File: src/rcpd_pkg.sv
// ----------------------------------------------------------------------------
// rcpd_pkg
// Shared types and fixed constants of the RC pulse / PPM decoder.
// ----------------------------------------------------------------------------
`default_nettype none

package rcpd_pkg;

  // Item function codes
  typedef enum logic [1:0] {
    FUNC_EVENT = 2'd0,
    FUNC_READ  = 2'd1,
    FUNC_POLL  = 2'd2
  } func_e;

  // Configuration register indexes
  typedef enum logic [1:0] {
    CFG_PPM_MODE    = 2'd0,
    CFG_CHANNEL_MAP = 2'd1,
    CFG_MIN_WIDTH   = 2'd2,
    CFG_MAX_WIDTH   = 2'd3
  } cfg_idx_e;

  // Pulse limits in 0.5 us ticks
  localparam logic [15:0] GapLimit     = 16'd4400;
  localparam logic [15:0] SplitMin     = 16'd1600;

  // Failsafe counter ceiling
  localparam logic [4:0]  LossMax      = 5'd20;

  // Widths in microseconds
  localparam logic [11:0] ThrottleIdle = 12'd900;
  localparam logic [11:0] CenterWidth  = 12'd1500;
  localparam logic [11:0] MinReset     = 12'd900;
  localparam logic [11:0] MaxReset     = 12'd2100;

  // Default channel map (identity) and the throttle pin it selects
  localparam logic [23:0] MapReset         = 24'hFAC688;
  localparam logic [2:0]  ThrottleResetPin = MapReset[8:6];

endpackage : rcpd_pkg

`default_nettype wire

File: src/rc_pulse_ppm_decoder.sv
// ----------------------------------------------------------------------------
// rc_pulse_ppm_decoder
// Radio-control receiver decoder: separate servo pulses or summed PPM.
// ----------------------------------------------------------------------------
// Usage
//   Input channel (in_valid_i/in_ready_o) carries one item: a pin-change
//   event, a channel read or a failsafe poll. Reads and polls give one item
//   on the output channel (out_valid_o/out_ready_i); events and the unused
//   function code give none.
//   Configuration is written over cfg_valid_i/cfg_ready_o with a register
//   index and data; cfg_ready_o is always high. Write only while idle.
//   An accepted item is taken into the input register and processed there;
//   its result is loaded into the output register when that register is
//   free or its current result is being taken.
//   Throughput: one item per cycle while no result stalls; the single
//   processing stage updates the pulse state, so the next item always sees it.
//   Reset clears all state to its defaults (centre widths, throttle idle,
//   default map and clamps) at once; no clearing pass is needed.
//   When the receiver stalls, the result is held in the output register.
//   Events keep flowing through; the next read or poll then waits in the
//   input register and holds in_ready_o low until the result is taken.
// ----------------------------------------------------------------------------
`default_nettype none

module rc_pulse_ppm_decoder #(
  parameter int CHANNELS = 8
) (
  input  logic        clk_i,
  input  logic        rst_ni,
  // configuration write port
  input  logic        cfg_valid_i,
  output logic        cfg_ready_o,
  input  logic [1:0]  cfg_index_i,
  input  logic [23:0] cfg_data_i,
  // input items
  input  logic        in_valid_i,
  output logic        in_ready_o,
  input  logic [1:0]  func_i,
  input  logic [7:0]  pin_levels_i,
  input  logic [15:0] timestamp_i,
  input  logic [2:0]  channel_index_i,
  // result items
  output logic        out_valid_o,
  input  logic        out_ready_i,
  output logic [11:0] width_value_o,
  output logic [4:0]  failsafe_count_o
);

  import rcpd_pkg::*;

  localparam int SlotW = (CHANNELS > 1) ? $clog2(CHANNELS) : 1;

  // configuration registers
  logic        ppm_mode_q;
  logic [23:0] map_q;
  logic [11:0] min_q;
  logic [11:0] max_q;

  // input register
  logic        s1_valid_q;
  logic [1:0]  s1_func_q;
  logic [7:0]  s1_levels_q;
  logic [15:0] s1_ts_q;
  logic [2:0]  s1_ch_q;

  // decoder state
  logic [7:0]  prev_q, prev_d;
  logic [15:0] rise_q [CHANNELS];
  logic [15:0] rise_d [CHANNELS];
  logic [11:0] pw_q   [CHANNELS];
  logic [11:0] pw_d   [CHANNELS];
  logic [SlotW-1:0] slot_q, slot_d;
  logic [15:0] last_q, last_d;
  logic [4:0]  loss_q, loss_d;

  // output register
  logic        out_valid_q;
  logic [11:0] out_width_q;
  logic [4:0]  out_loss_q;

  // stage control
  logic        s1_has_result;
  logic        out_free;
  logic        s1_fire;

  // result of the stage
  logic [11:0] res_width;
  logic [4:0]  res_loss;

  // ---------------------------------------------------------------------------
  // Handshakes
  // ---------------------------------------------------------------------------
  assign cfg_ready_o   = 1'b1;
  assign s1_has_result = (s1_func_q == FUNC_READ) || (s1_func_q == FUNC_POLL);
  assign out_free      = !out_valid_q || out_ready_i;
  assign s1_fire       = s1_valid_q && (!s1_has_result || out_free);
  assign in_ready_o    = !s1_valid_q || s1_fire;

  // ---------------------------------------------------------------------------
  // Configuration registers
  // ---------------------------------------------------------------------------
  always_ff @(posedge clk_i or negedge rst_ni) begin
    if (!rst_ni) begin
      ppm_mode_q <= 1'b0;
      map_q      <= MapReset;
      min_q      <= MinReset;
      max_q      <= MaxReset;
    end else if (cfg_valid_i && cfg_ready_o) begin
      unique case (cfg_idx_e'(cfg_index_i))
        CFG_PPM_MODE:    ppm_mode_q <= cfg_data_i[0];
        CFG_CHANNEL_MAP: map_q      <= cfg_data_i;
        CFG_MIN_WIDTH:   min_q      <= cfg_data_i[11:0];
        CFG_MAX_WIDTH:   max_q      <= cfg_data_i[11:0];
        default: ;
      endcase
    end
  end

  // ---------------------------------------------------------------------------
  // Input register
  // ---------------------------------------------------------------------------
  always_ff @(posedge clk_i or negedge rst_ni) begin
    if (!rst_ni) begin
      s1_valid_q <= 1'b0;
    end else if (in_ready_o) begin
      s1_valid_q <= in_valid_i;
    end
  end

  always_ff @(posedge clk_i) begin
    if (in_valid_i && in_ready_o) begin
      s1_func_q   <= func_i;
      s1_levels_q <= pin_levels_i;
      s1_ts_q     <= timestamp_i;
      s1_ch_q     <= channel_index_i;
    end
  end

  // ---------------------------------------------------------------------------
  // Processing: state update and result for the item in the input register
  // ---------------------------------------------------------------------------
  always_comb begin
    logic [7:0]  changed;
    logic [2:0]  thr_pin;
    logic [15:0] gap;
    logic [15:0] pulse;
    logic [2:0]  rd_pin;
    logic [11:0] rd_val;
    logic [SlotW:0] slot_inc;

    prev_d   = prev_q;
    rise_d   = rise_q;
    pw_d     = pw_q;
    slot_d   = slot_q;
    last_d   = last_q;
    loss_d   = loss_q;
    res_width = '0;
    res_loss  = '0;

    changed  = s1_levels_q ^ prev_q;
    thr_pin  = map_q[8:6];
    gap      = s1_ts_q - last_q;
    slot_inc = {1'b0, slot_q} + 1'b1;
    pulse    = '0;

    // mapped pin for a read
    rd_pin = '0;
    for (int k = 0; k < 8; k++) begin
      if (s1_ch_q == 3'(k)) rd_pin = map_q[3*k +: 3];
    end
    rd_val = '0;
    for (int i = 0; i < CHANNELS; i++) begin
      if (rd_pin == 3'(i)) rd_val = pw_q[i];
    end

    case (s1_func_q)
      FUNC_EVENT: begin
        prev_d = s1_levels_q;
        if (ppm_mode_q) begin
          // summed train on pin 0: each high sample closes a slot, or after a long gap restarts at slot 0
          if (s1_levels_q[0]) begin
            if (gap < GapLimit) begin
              for (int i = 0; i < CHANNELS; i++) begin
                if (slot_q == SlotW'(i)) pw_d[i] = gap[12:1];
              end
              slot_d = (slot_inc >= (SlotW+1)'(CHANNELS)) ? '0 : slot_inc[SlotW-1:0];
            end else begin
              slot_d = '0;
            end
            last_d = s1_ts_q;
          end
        end else begin
          // one pulse per pin: rise stamps, fall measures
          for (int p = 0; p < CHANNELS; p++) begin
            pulse = s1_ts_q - rise_q[p];
            if (changed[p]) begin
              if (s1_levels_q[p]) begin
                rise_d[p] = s1_ts_q;
              end else if (pulse > SplitMin && pulse < GapLimit) begin
                pw_d[p] = pulse[12:1];
              end
            end
          end
          // any edge on the throttle pin shows the link is alive
          if (changed[thr_pin]) loss_d = '0;
        end
      end
      FUNC_READ: begin
        if (rd_val < min_q) begin
          res_width = min_q;
        end else if (rd_val > max_q) begin
          res_width = max_q;
        end else begin
          res_width = rd_val;
        end
      end
      FUNC_POLL: begin
        if (loss_q < LossMax) loss_d = loss_q + 5'd1;
        res_loss = loss_d;
      end
      default: ;
    endcase
  end

  // ---------------------------------------------------------------------------
  // Decoder state registers
  // ---------------------------------------------------------------------------
  always_ff @(posedge clk_i or negedge rst_ni) begin
    if (!rst_ni) begin
      prev_q <= '0;
      slot_q <= '0;
      last_q <= '0;
      loss_q <= '0;
      for (int i = 0; i < CHANNELS; i++) begin
        rise_q[i] <= '0;
        pw_q[i]   <= (ThrottleResetPin == 3'(i)) ? ThrottleIdle : CenterWidth;
      end
    end else if (s1_fire) begin
      prev_q <= prev_d;
      slot_q <= slot_d;
      last_q <= last_d;
      loss_q <= loss_d;
      rise_q <= rise_d;
      pw_q   <= pw_d;
    end
  end

  // ---------------------------------------------------------------------------
  // Output register
  // ---------------------------------------------------------------------------
  always_ff @(posedge clk_i or negedge rst_ni) begin
    if (!rst_ni) begin
      out_valid_q <= 1'b0;
    end else if (s1_fire && s1_has_result) begin
      out_valid_q <= 1'b1;
    end else if (out_ready_i) begin
      out_valid_q <= 1'b0;
    end
  end

  always_ff @(posedge clk_i) begin
    if (s1_fire && s1_has_result) begin
      out_width_q <= res_width;
      out_loss_q  <= res_loss;
    end
  end

  assign out_valid_o      = out_valid_q;
  assign width_value_o    = out_width_q;
  assign failsafe_count_o = out_loss_q;

endmodule : rc_pulse_ppm_decoder

`default_nettype wire

File: config.mk
export PLATFORM = sky130hd
export DESIGN_NAME = rc_pulse_ppm_decoder
export DESIGN_NICKNAME = d
export VERILOG_FILES = /design/src/rcpd_pkg.sv /design/src/rc_pulse_ppm_decoder.sv
export SDC_FILE = /design/constraint.sdc
export NUM_CORES = 1
export LEC_CHECK = 0
export ABC_CLOCK_PERIOD_IN_PS = 6300
export BUFFER_PORTS_ARGS = -buffer_cell sky130_fd_sc_hd__buf_2
export CORE_UTILIZATION = 45
export DETAILED_ROUTE_END_ITERATION = 6
export GPL_TIMING_DRIVEN = 0
export PLACE_DENSITY = 0.71
export SETUP_SLACK_MARGIN = 0.1
export SLEW_MARGIN = 40
export SYNTH_ARGS = -nofsm -noshare
export SYNTH_HDL_FRONTEND = slang
export SYNTH_SLANG_ARGS = --single-unit
File: constraint.sdc
create_clock -name clk_i -period 6.3 [get_ports clk_i]
set_clock_uncertainty 0.1 [all_clocks]
set_input_delay 1.26 -clock clk_i [delete_from_list [all_inputs] [get_ports clk_i]]
set_output_delay 1.26 -clock clk_i [all_outputs]
set_load 0.1 [all_outputs]
==> qor.csv <==
metric,value,unit
syn_avg_cell_area,9.61,um^2
synth_edf_count,46,
clk_pin_slew,0.06,ns
cts_setup_buffers,0,
cts_tree,done,
cts_max_level,2,
status,completed,
hold_class,reg2reg,
drv_cap,0,
io_buffers,78,
finalCritPeriodShare,0.920,
synth_top_cell_area_share,0.251,
period_minus_slack,5.80,ns
synthTopCellsByArea,"dfrtp_1 25%, ha_1 9.0%, dfstp_2 8.2%",
cts_buffers,40,
first_global_vias,19300,
grt_max_degree,72,
synthFlopType,dfrtp_1,
dieArea,52800,um^2
post-place-cells,3204,
leakage,11.8,nW
cts_root_buf,clkbuf_16,
cp.depth,15,
tightestPinTransition,1.02,ns
endpoint,pw_q[81],
gr-usage-all-layers,0.281,
ys.warnings.count,0,
reg2reg_from,s1_ts_q[1],
drt_iter0_drc,2149,
cp-start-kind,register,
route.detailed.drc,0,
drive_gt1_frac,0.181,
hpwlAfterDp,54.7,mm
r2r_slack,0.50,ns
ctsResizeCount,0,
instances_no_fill,3281,
grt_pass1_wl,113,mm
vias_per_cell,6.10,
path_cells,buf_6 > clkbuf_2 > inv_2 > fa_1 > nor2b_1 > o31ai_2 > a211oi_1 > o21a_1 > nor2_1 > xnor2_1 > o41ai_4 > a41oi_4 > a21o_1 > buf_2 > mux2_2,
ff2ff_path_depth,15,
slowest_stage,edfxtp_1,
syn-num-nets,2666,
cp.arrival,6.18,ns
crit_type,reg2reg,
die_w,230,um
core_area,51300,um^2
start_util,0.455,
synth_common_cells,"274 x o21ai_0, 234 x dfrtp_1, 225 x nand2_1",
area.growth.synth_to_final,12.6,%
yosys.area.top_type,dfrtp_1,
drt-pass1-iter-count,5,
drt-total-wl,74.8,mm
hold_viol,0,
die_h,230,um
ant_nets,0,
vias,20000,
grt-ovfl-total,0,
rows,83,
path_delay_family,compound AO/OA/AOI/OAI gates,
critPathMaxStageDelay,0.71,ns
cts_sinks,353,
fmax,0.173,GHz
gp_congestion,1.01,
finalPower,0.0125,W
wl_per_cell,22.8,um
ys_ff_latch,353,
slew_violations,0,
power.density,476,nW/um^2
synth.most_common_cell,o21ai_0,
clockBufferDepth,3,
pin_count,80,
crit_fanout,10,
fin_nets,2804,
startpoint,s1_ts_q[1],
endpoint_kind,register,
finalSetupViolCount,0,
vdd.ir_drop.worst,0.215,mV
cts_hold_buf,0,
synth_area,23300,um^2
clock_latency,0.60,ns
r2r-end,pw_q[81],
crit_buf_inv,4,
cp_data_required_time,6.69,ns
yosysSeqAreaShare,0.392,
rsz0062_at_grt,no,
antenna_found_initial,0,
synth_cell_types,91,
synth_cells,2430,
synth-async-reset-ratio,0.870,
slew_headroom,0.322,
==> layer usage <==
layer  global-route usage  wire length (um)  part of all wire
met5                    0                 0                 0
met4                0.138              4000             0.053
met3               0.0523              6670             0.089
met2                0.426             32600              0.44
met1                0.385             31600              0.42
==> layout by cell type, fill, tap and decap left out, types with 10 or more instances in the layout <==
master,synthesis,routed
clkbuf_16,0,41
dfstp_2,73,73
nand2_1,225,225
clkbuf_1,73,68
a21o_1,39,39
clkbuf_2,0,15
and2_1,21,20
a211oi_1,49,49
nand3b_1,11,11
nor2b_1,51,51
o21ai_0,274,274
mux2_4,10,10
mux2_1,14,14
inv_1,203,202
nor2_1,93,93
or3_1,18,18
nand2b_1,18,18
mux2i_1,47,47
a31oi_1,17,17
nand3_1,35,35
xnor2_1,45,45
nor3_1,49,49
or2_2,17,17
nand4_1,15,15
o21a_1,33,33
a21oi_1,110,110
xor2_1,54,54
ha_1,167,167
mux2_2,146,146
nor3b_1,12,12
a21boi_0,11,11
o211ai_1,16,16
buf_2,7,84
and3_1,14,13
o31ai_1,13,13
buf_6,3,13
dfrtp_1,234,234
edfxtp_1,46,46
==> sequential cells by signal (all words and copies together), names as in the netlist <==
signal	count
ppm_mode_q	1
slot_q	3
s1_levels_q	8
s1_valid_q	1
last_q	16
max_q	12
s1_func_q	2
width_value_o	12
rise_q	128
s1_ch_q	3
s1_ts_q	16
loss_q	5
prev_q	8
map_q	24
failsafe_count_o	5
min_q	12
out_valid_o	1
pw_q	96
==> area by class of cell <==
type	count	area, um^2
antenna	1	2.50
buffer	94	429
clock buffer	56	1130
clock inverter	18	219
fill	4579	25000
inverter	203	762
multi-input combinational	1780	13000
sequential	353	9160
tap	680	851
timing repair buffer	96	696
==> through the flow <==
stage / instance area, um^2 / hold slack (ns) / setup slack (ns) / util / setup TNS [ns]
floorplan: 23300 / 0.344 / 1.67 / - / 0
global placement: 24600 / 0.357 / -1.84 / 0.479 / -431.19
detailed placement: 24900 / 0.359 / 0.574 / 0.485 / 0
CTS: 26200 / 0.371 / 0.501 / 0.511 / 0
global route: 26300 / 0.382 / 0.237 / 0.512 / 0
finish: 26300 / 0.372 / 0.504 / 0.512 / 0
==> how the worst min path moves through the flow <==
stage	depth (start not counted)	to	from	slack, ns
final	2	pw_q[90]	pw_q[90]	0.37
after global placement	2	pw_q[90]	pw_q[90]	0.36
after global routing	2	pw_q[22]	pw_q[22]	0.38
after floorplan	2	pw_q[28]	pw_q[28]	0.34
after CTS	2	pw_q[90]	pw_q[90]	0.37
after detailed placement	2	pw_q[22]	pw_q[22]	0.36
==> worst reg2reg max path, cell delays in order (launching register included) <==
cell and delay, ns:
edfxtp_1 0.71, buf_6 0.25, clkbuf_2 0.45, inv_2 0.39, fa_1 0.54, nor2b_1 0.19
o31ai_2 0.11, a211oi_1 0.44, o21a_1 0.21, nor2_1 0.05, xnor2_1 0.54, o41ai_4 0.23
a41oi_4 0.61, a21o_1 0.21, buf_2 0.29, mux2_2 0.37
==> cells by family (layout without fill, tap and decap cells) <==
group                    count (synthesis)  count (layout)  share of synthesized area
AND/OR/NAND/NOR                        609             609                      0.129
XOR/XNOR                                99              99                     0.0371
other                                    1               2                   0.000161
multiplexers                           227             227                      0.113
buffers and inverters                  297             467                     0.0502
AO/OA/AOI/OAI                          668             668                      0.181
adder cells (fa/ha/maj)                176             176                     0.0972
flip-flops                             353             353                      0.392
==> power by group <==
group / leakage [nW] / switching [W] / total, W / internal (W)
clock network: 0.664 / 0.00101 / 0.00244 / 0.00143
registers: 4.10 / 0.000319 / 0.00333 / 0.00301
logic: 7.04 / 0.00418 / 0.00675 / 0.00257
Power figures use the tool's default switching activity.
